[src/rtl/core/separable_box_blur_defines.svh]
// Assertion macros for the separable box blur block.
// Included by modules that carry concurrent checks; no other dependencies.
`ifndef SEPARABLE_BOX_BLUR_DEFINES_SVH
`define SEPARABLE_BOX_BLUR_DEFINES_SVH

// Same-cycle implication under reset.
`define SBB_ASSERT_SAME(label, clk, rst_n, ante, cons, msg) \
  label: assert property (@(posedge clk) disable iff (!rst_n) (ante) |-> (cons)) else $error(msg);

// Next-cycle implication under reset.
`define SBB_ASSERT_NEXT(label, clk, rst_n, ante, cons, msg) \
  label: assert property (@(posedge clk) disable iff (!rst_n) (ante) |=> (cons)) else $error(msg);

`endif

[src/rtl/core/sbb_pkg.sv]
// Shared constants, codes and sequencer state type for the box blur block.
// No dependencies.
package sbb_pkg;

  localparam int MAX_WIDTH  = 256;
  localparam int MAX_HEIGHT = 256;
  localparam int MAX_RADIUS = 15;

  localparam int PIX_W  = 16;
  localparam int ADDR_W = 16;
  localparam int CNT_W  = 17;
  localparam int DIM_W  = 9;
  localparam int CRD_W  = 8;
  localparam int RAD_W  = 4;
  localparam int WGT_W  = 8;
  localparam int SUM_W  = 26;
  localparam int NUM_W  = 42;
  localparam int AREA_W = 10;
  localparam int OUT_W  = 32;
  localparam int CFG_W  = 9;
  localparam int CIDX_W = 2;

  localparam logic [CIDX_W-1:0] REG_WIDTH  = 2'd0;
  localparam logic [CIDX_W-1:0] REG_HEIGHT = 2'd1;
  localparam logic [CIDX_W-1:0] REG_RADIUS = 2'd2;
  localparam logic [CIDX_W-1:0] REG_WEIGHT = 2'd3;

  localparam logic KIND_LOAD = 1'b0;
  localparam logic KIND_READ = 1'b1;

  typedef enum logic [9:0] {
    ST_IDLE      = 10'b00_0000_0001,
    ST_PDIV_GO   = 10'b00_0000_0010,
    ST_PDIV_WAIT = 10'b00_0000_0100,
    ST_CLIP      = 10'b00_0000_1000,
    ST_BASE      = 10'b00_0001_0000,
    ST_SCAN      = 10'b00_0010_0000,
    ST_MUL       = 10'b00_0100_0000,
    ST_QDIV_GO   = 10'b00_1000_0000,
    ST_QDIV_WAIT = 10'b01_0000_0000,
    ST_OUT       = 10'b10_0000_0000
  } state_t;

endpackage

[src/rtl/core/sbb_div.sv]
// Restoring divider, one quotient bit per cycle.
// Depends on sbb_pkg.
module sbb_div (
  input  logic                      clk,
  input  logic                      rst_n,
  input  logic                      start,
  input  logic [sbb_pkg::NUM_W-1:0]  dividend,
  input  logic [sbb_pkg::AREA_W-1:0] divisor,
  output logic                      done,
  output logic [sbb_pkg::NUM_W-1:0]  quotient,
  output logic [sbb_pkg::AREA_W-1:0] remainder
);

  logic [sbb_pkg::NUM_W-1:0]  dvd_r;
  logic [sbb_pkg::AREA_W-1:0] dsr_r;
  logic [sbb_pkg::AREA_W-1:0] rem_r;
  logic [5:0]                 cnt_r;
  logic                       busy_r;
  logic                       done_r;
  logic [sbb_pkg::AREA_W:0]   rem_sh;
  logic                       ge;
  logic [sbb_pkg::AREA_W:0]   rem_new;

  assign rem_sh  = {rem_r, dvd_r[sbb_pkg::NUM_W-1]};
  assign ge      = rem_sh >= {1'b0, dsr_r};
  assign rem_new = ge ? rem_sh - {1'b0, dsr_r} : rem_sh;

  always_ff @(posedge clk) begin
    if (!rst_n) begin
      busy_r <= 1'b0;
      done_r <= 1'b0;
      cnt_r  <= '0;
    end else begin
      done_r <= 1'b0;
      if (start) begin
        busy_r <= 1'b1;
        cnt_r  <= '0;
      end else if (busy_r) begin
        cnt_r <= cnt_r + 6'd1;
        if (cnt_r == 6'(sbb_pkg::NUM_W - 1)) begin
          busy_r <= 1'b0;
          done_r <= 1'b1;
        end
      end
    end
  end

  always_ff @(posedge clk) begin
    if (start) begin
      dvd_r <= dividend;
      dsr_r <= divisor;
      rem_r <= '0;
    end else if (busy_r) begin
      dvd_r <= {dvd_r[sbb_pkg::NUM_W-2:0], ge};
      rem_r <= rem_new[sbb_pkg::AREA_W-1:0];
    end
  end

  assign done      = done_r;
  assign quotient  = dvd_r;
  assign remainder = rem_r;

endmodule

[config.mk]
export PLATFORM = sky130hd
export DESIGN_NAME = sbb_div
export DESIGN_NICKNAME = d
export VERILOG_FILES = /design/src/rtl/core/separable_box_blur_defines.svh /design/src/rtl/core/sbb_pkg.sv /design/src/rtl/core/sbb_div.sv
export SDC_FILE = /design/constraint.sdc
export NUM_CORES = 1
export LEC_CHECK = 0
export BUFFER_PORTS_ARGS = -buffer_cell sky130_fd_sc_hd__buf_2
export CORE_ASPECT_RATIO = 0.6
export CORE_MARGIN = 1.5
export CORE_UTILIZATION = 53
export CTS_BUF_LIST = sky130_fd_sc_hd__clkbuf_8
export DETAILED_ROUTE_END_ITERATION = 12
export MAX_ROUTING_LAYER = met4
export PLACE_DENSITY = 0.82
export SYNTH_ARGS = -nofsm -noshare
export SYNTH_HDL_FRONTEND = slang
export SYNTH_SLANG_ARGS = --single-unit
[constraint.sdc]
create_clock -name clk -period 2.65 [get_ports clk]
set_clock_uncertainty 0.1 [all_clocks]
set_input_delay 0.3975 -clock clk [delete_from_list [all_inputs] [get_ports clk]]
set_output_delay 0.3975 -clock clk [all_outputs]
set_load 0.02 [all_outputs]
==> out/metrics.sh, run 1 <==
STATUS='finished clean'
SYNTH_EDF_COUNT=52
GRT_SETUP_UNREPAIRED='false'
DRT-TOTAL-WL_MICRONS=7870
IOS=108
DRC_ERRORS=0
WORST_EP_ARRIVAL_TIME_PS=2510
SYNTH-SEQ-CELLS=70
CTS-ROOT-BUF='clkbuf_8'
NUM_VIAS=2575
FINALCRITICALPERIOD_PS=2370
TIMING.SETUP.CRITICAL_PATH_CLASS='reg2reg'
PORT_BUFFERS=107
YOSYS.AREA_SHARE.SIMPLE_PCT=8.45
HORIZONTAL_DIE_DIMENSION_MICRONS=106
RR_WORST_DEPTH=9
INITIALDRTVIOLATIONCOUNT=244
NUM_ROWS=22
FINISH.CELL_COUNT_WITHOUT_FILLERS=472
MAX_FREQ_GHz=0.422
HOLD_DEPTH=1
MIN-DELAY-START='divisor[2]'
PLACED_AREA_SQ_UM=4060
CORE_AREA_SQ_UM=6140
NETLIST.AREA_LEADER.SHARE_PCT=46.0
ASYNC_FLOP_SHARE_PCT=0
MAXIMUM_NUMBER_OF_PINS_ON_ONE_NET_BEFORE_GLOBAL_ROUTE_REPAIR=47
GLOBAL_ROUTE_WIRE_LENGTH_BEFORE_REPAIR_MICRONS=12500
LAYOUT_WORST_PATH_CYCLE_SHARE_PCT=89.5
ANTENNA-DIODE-COUNT=0
PRIMARY_FF_MASTER_SYNTH='edfxtp_1'
CTS.REPORTEDPATHS.CLKPINSLEW_PS=70
LAYOUT.CELLS.MOST_COMMON='buf_2'
ROUTEDWLPERCELL_MICRONS=16.7
COMBINATIONAL_FAMILY_WITH_THE_MOST_AREA_AFTER_SYNTHESIS='multiplexers'
CRITPATHLAUNCHTYPE='flop'
PLACE.DETAILED.HPWL_MICRONS=5760
COMB_POWER_SHARE_PCT=21.3
SYNTHESIS.YOSYS.WARNINGS=0
DRT_FIRST_PASS_ITERS=6
SYNTH.AVG_CELL_AREA_SQ_UM=12.6
TRITONCTS='built'
NETLIST_AREA_SQ_UM=3390
POSTCTSSETUPBUFFERS=0
VIASPERCELL=5.46
REGTOREGSETUPSLACK_PS=280
CRITPATHREQUIREDTIME_PS=2790
CTS.HTREE.LEVELS=3
DIE_AREA_SQ_UM=6900
CTS.HOLD.BUFFERS_ADDED=0
FLOORPLAN.DIE.HEIGHT_MICRONS=65.0
DRV_SLEW=0
CTS_RESIZED=0
YS_TYPES=44
MAX_SLEW.WORST_PIN.SLEW_PS=526
ROUTABILITYCONGESTION=1.03
MAX_CAP_VIOLATIONS=0
WORST_SLEW_MARGIN_REL_PCT=64.9
NUMBER_OF_SETUP_VIOLATIONS_IN_THE_FINAL_REPORT=0
TIMING.SETUP.TNS_PS=0
LAYOUT-AREA-OVERHEAD-VS-SYNTH_PCT=26.2
GR-TOTAL-OVERFLOW=0
SYNTH.MUX.AREA_FRACTION_PCT=13.9
ANTENNA_FOUND_INITIAL=0
REGTOREGENDPOINT='remainder[6]$_SDFFE_PP0P_'
TIMING.FINAL.HOLD_VIOLATIONS=0
TRITONCTS.NUM_BUFFERS=9
FRACTION_OF_THE_MAPPED_NETLIST_AREA_IN_ADDER_CELLS_PCT=5.02
GRT_PASS1_VIAS=2444
SYNTH_XOR_AREA_SHARE_PCT=2.07
WORSTSETUPENDPOINTTYPE='flop'
CLOCK_TREE.BUFFER_DEPTH=2
LAYOUT_COMMON_CELLS='107 x buf_2, 52 x edfxtp_1, 42 x mux2_2'
SYNTH.YOSYS.SEQ_AREA_SHARE_PCT=56.7
SYNTH_COMPOUND_AREA_SHARE_PCT=10.7
R2R-START='quotient[41]$_DFFE_PP_'
POWER_LEAKAGE_nW=1.83
SYN-NUM-NETS=337
POWER_SHARE_OF_THE_CLOCK_GROUP_PCT=32.4
DOMINANT_CELL_TYPE_BY_AREA_AFTER_SYNTHESIS='edfxtp_1'
WORSTHOLDPATHTYPE='in2reg'
POWER.INTERNAL_mW=2.11
HOLDPATHEND='dsr_r[2]$_DFFE_PP_'
LAYOUT.NETS=451
LAYOUT.CELL_AREA.NON_FILLER_SQ_UM=4280
NETLIST_TOP_CELLS_AREA='edfxtp_1 46%, mux2_2 14%, dfxtp_1 11%, ha_1 4.4%, nor2_1 2.0%'
WORSTPATHMAXFANOUT=3
PLACED_CELLS=456
FINAL_ANTENNA_NET_COUNT=0
SWITCHING_SHARE_PCT=28.3
GRT.TOTAL_USAGE_PCT=25.1
POWER_DENSITY_nW_PER_UM2=686
POST_LAYOUT_POWER_mW=2.94
NET-SWITCHING-POWER_mW=0.831
CLOCK-SINKS=70
POSTSYNTHCELLCOUNT=269
SHARE_SEQ_OF_TOTAL_POWER_PCT=46.3
STARTING_DENSITY_OF_THE_CORE_PCT=55.3
DRIVE_ABOVE_1_SHARE_PCT=46.1
WORST_IR_DROP_VDD_mV=0.415
CLK_LATENCY_PS=340
==> power by group through the flow <==
stage / clock network [mW] / registers [mW] / logic [mW]
after detailed placement: 0 / 1.38 / 0.614
after global routing: 1.02 / 1.37 / 0.671
after floorplan: 0 / 1.48 / 0.296
final: 0.952 / 1.36 / 0.625
after global placement: 0 / 1.38 / 0.607
after CTS: 0.970 / 1.36 / 0.619
==> sequential cells by signal (all words and copies together), names as in the netlist <==
| signal | flops |
|---|---|
| remainder | 10 |
| busy_r | 1 |
| quotient | 42 |
| done | 1 |
| cnt_r | 6 |
| dsr_r | 10 |
==> cells in the mapped netlist, drive strengths merged (4+ instances only) <==
cell type  instances
edfxtp            52
xor2               6
nand2             13
dfxtp             18
ha                12
a21oi              9
mux2              42
buf                5
nor2              18
nand3              7
a311oi             6
nand4              4
inv               17
o21ai             10
clkbuf             6
==> per-layer routing <==
metal	routed length (microns)	GRT usage [%]	up-vias	part of all wire [%]
li1	-	-	1241	-
met1	3570	34.1	1210	45
met2	3490	36.0	112	44
met3	702	7.95	12	8.9
met4	105	7.43	0	1.3
met5	0	-	-	0
==> stage by stage <==
step | setup slack (ps) | hold slack, ps | util (%)
2_1_floorplan | 399 | 358 | -
3_3_place_gp | 424 | 375 | 66.1
3_5_place_dp | 338 | 394 | 66.1
4_1_cts | 320 | 116 | 69.7
5_1_grt | 156 | 111 | 69.7
6_report | 279 | 129 | 69.7
==> area by class of cell <==
cell class / instances / area [sq um]
flip-flops and latches: 70 / 1920
well taps: 84 / 105
fillers: 441 / 1860
clock inverters: 6 / 87.6
multi-input cells: 171 / 1360
clock buffers: 10 / 138
inverters: 17 / 63.8
repair buffers: 114 / 601
==> critical path: stages (launching register included) <==
cell and delay (ps):
edfxtp_1 430, inv_1 80, ha_1 160, inv_1 60
fa_1 410, a211oi_1 350, o21ai_0 150, o2111ai_1 130
a21oi_1 80, a2111oi_2 320
==> cell families (layout without fill, tap and decap cells) <==
| group | after synthesis | in the layout |
|---|---|---|
| flops | 70 | 70 |
| simple gates | 59 | 59 |
| compound gates | 49 | 49 |
| mux | 42 | 42 |
| buf+inv | 28 | 147 |
| fa+ha+maj | 13 | 13 |
| xor+xnor | 8 | 8 |
==> worst max path at each step <==
stage | startpoint | end | depth (start not counted)
CTS | quotient[41]$_DFFE_PP_ | remainder[8]$_SDFFE_PP0P_ | 9
finish | quotient[41]$_DFFE_PP_ | remainder[6]$_SDFFE_PP0P_ | 9
global route | quotient[41]$_DFFE_PP_ | remainder[8]$_SDFFE_PP0P_ | 9
detailed placement | quotient[41]$_DFFE_PP_ | remainder[6]$_SDFFE_PP0P_ | 9
global placement | quotient[41]$_DFFE_PP_ | remainder[8]$_SDFFE_PP0P_ | 9
floorplan | remainder[5]$_SDFFE_PP0P_ | quotient[0]$_DFFE_PP_ | 7
Power figures use the tool's default switching activity.
==> run 2: changes to the inputs <==
--- a/config.mk
+++ b/config.mk
@@ -13,6 +13,7 @@
 export DETAILED_ROUTE_END_ITERATION = 12
 export MAX_ROUTING_LAYER = met4
 export PLACE_DENSITY = 0.82
+export RECOVER_POWER = 50
 export SYNTH_ARGS = -nofsm -noshare
 export SYNTH_HDL_FRONTEND = slang
 export SYNTH_SLANG_ARGS = --single-unit
==> run 2 against run 1 <==
Worst hold slack better by 1.6 ps. Fmax down 2.9%. Sequential share of layout area up 0.50 points. Via count up 0.78%. Clock power about the same. Routed wire length down 0.20%. First-iteration DRC count up 23%. Die area unchanged. Sequential power about the same. Combinational power down 2%. Setup slack worse by 71 ps. Critical path type unchanged. Largest power group unchanged.
==> out/metrics.sh, run 2 (synthesis results as in run 1) <==
GR-TOTAL-OVERFLOW=0
NUMBER_OF_SETUP_VIOLATIONS_IN_THE_FINAL_REPORT=0
MAX_CAP_VIOLATIONS=0
CRITICAL_PATH.SLOWEST_CELL='edfxtp_1'
WORSTSETUPENDPOINTTYPE='flop'
HORIZONTAL_DIE_DIMENSION_MICRONS=106
CRITPATHREQUIREDTIME_PS=2710
POST_LAYOUT_POWER_mW=2.92
CTS_RESIZED=0
POSTCTSSETUPBUFFERS=0
CTS.HTREE.LEVELS=3
WORSTPATHMAXFANOUT=3
POWER_LEAKAGE_nW=1.76
STARTING_DENSITY_OF_THE_CORE_PCT=55.3
GRT_PASS1_VIAS=2444
LARGEST_REGISTER_FF_COUNT=42
DRC_ERRORS=0
GRT.TOTAL_USAGE_PCT=25.1
TIMING.SETUP.CRITICAL_PATH_CLASS='reg2reg'
R2R-START='quotient[41]$_DFFE_PP_'
ANTENNA-DIODE-COUNT=0
LAYOUT.CELLS.MOST_COMMON='buf_2'
CTS.REPORTEDPATHS.CLKPINSLEW_PS=70
LAYOUT_COMMON_CELLS='87 x buf_2, 52 x edfxtp_1, 41 x mux2_2'
GRT_SETUP_UNREPAIRED='false'
FINAL_ANTENNA_NET_COUNT=0
DIE_AREA_SQ_UM=6900
FINALCRITICALPERIOD_PS=2440
TRITONCTS='built'
MAX_FREQ_GHz=0.409
CRITPATHLAUNCHTYPE='flop'
PATH_BUF_INV=2
PORT_BUFFERS=107
WORST_SLEW_MARGIN_REL_PCT=18.7
FLOORPLAN.DIE.HEIGHT_MICRONS=65.0
VIASPERCELL=5.50
LAYOUT-AREA-OVERHEAD-VS-SYNTH_PCT=24.8
PLACE.DETAILED.HPWL_MICRONS=5760
LAYOUT.NETS=451
CTS-ROOT-BUF='clkbuf_8'
MAX_SLEW.WORST_PIN.SLEW_PS=1220
CRIT_PATH_MAX_INCR_DELAY_PS=430
IOS=108
PLACED_CELLS=456
NUM_ROWS=22
NUM_VIAS=2595
CRIT_PATH_CELL_TRACE='inv_1 -> ha_1 -> inv_1 -> fa_1 -> a211oi_1 -> or2_1 -> o2111ai_1 -> a21oi_1 -> a2111oi_2'
REGTOREGSETUPSLACK_PS=210
TRITONCTS.NUM_BUFFERS=9
TIMING.SETUP.TNS_PS=0
POWER_DENSITY_nW_PER_UM2=691
WORSTHOLDPATHTYPE='in2reg'
MAXIMUM_NUMBER_OF_PINS_ON_ONE_NET_BEFORE_GLOBAL_ROUTE_REPAIR=47
FIN_WORST_HOLD_SLACK_PS=131
CLOCK_TREE.BUFFER_DEPTH=2
FINISH.CELL_COUNT_WITHOUT_FILLERS=472
CRIT_PATH_START='quotient[41]$_DFFE_PP_'
MIN-DELAY-START='divisor[2]'
LAYOUT_WORST_PATH_CYCLE_SHARE_PCT=92.2
INITIALDRTVIOLATIONCOUNT=300
CORE_AREA_SQ_UM=6140
WORST_EP_ARRIVAL_TIME_PS=2510
DRV_SLEW=0
ANTENNA_FOUND_INITIAL=0
ROUTABILITYCONGESTION=1.03
POST-ROUTE-UTIL_PCT=69.0
CLOCK-SINKS=70
CTS.HOLD.BUFFERS_ADDED=0
ROUTEDWLPERCELL_MICRONS=16.6
DRT_FIRST_PASS_ITERS=6
CP_COMMON_CELL='inv_1'
CLK_LATENCY_PS=340
GLOBAL_ROUTE_WIRE_LENGTH_BEFORE_REPAIR_MICRONS=12500
TIMING.FINAL.HOLD_VIOLATIONS=0
STATUS='finished clean'
DRIVE_ABOVE_1_SHARE_PCT=40.2
TIMING.CRITICAL_PATH.MAX_DELAY_FAMILY='compound AO/OA/AOI/OAI gates'
WORST_IR_DROP_VDD_mV=0.414
DRT-TOTAL-WL_MICRONS=7850
==> run 2: layer usage <==
layer	global-route usage [%]	up-vias	part of all wire [%]
met5	-	-	0
met4	7.43	0	1.1
met3	7.95	10	8.3
met2	36.0	115	45
met1	34.1	1225	46
li1	-	1245	-
==> run 2: final cells by class <==
cell class | count | area [sq um]
fillers | 454 | 1910
well taps | 84 | 105
clock buffers | 10 | 138
flip-flops and latches | 70 | 1920
repair buffers | 114 | 553
clock inverters | 6 | 87.6
multi-input cells | 171 | 1360
inverters | 17 | 63.8
==> run 2: worst paths after layout <==
check | end | cells after the start
max | remainder[6]$_SDFFE_PP0P_ | 9
min | dsr_r[2]$_DFFE_PP_ | 1
max reg2reg | remainder[6]$_SDFFE_PP0P_ | 9
min reg2reg | done$_SDFF_PP0_ | 2
==> run 2: per-stage QoR <==
stage               instance area, sq um  worst slack, ps
floorplan                           3390              399
global placement                    4060              424
detailed placement                  4060              338
CTS                                 4280              320
global route                        4230              105
finish                              4230              207
==> run 2: power by group <==
group / leakage (nW) / internal, mW / switching, mW / total [mW]
Sequential: 0.668 / 1.30 / 0.0618 / 1.36
Combinational: 0.982 / 0.241 / 0.369 / 0.610
Clock: 0.110 / 0.554 / 0.398 / 0.952
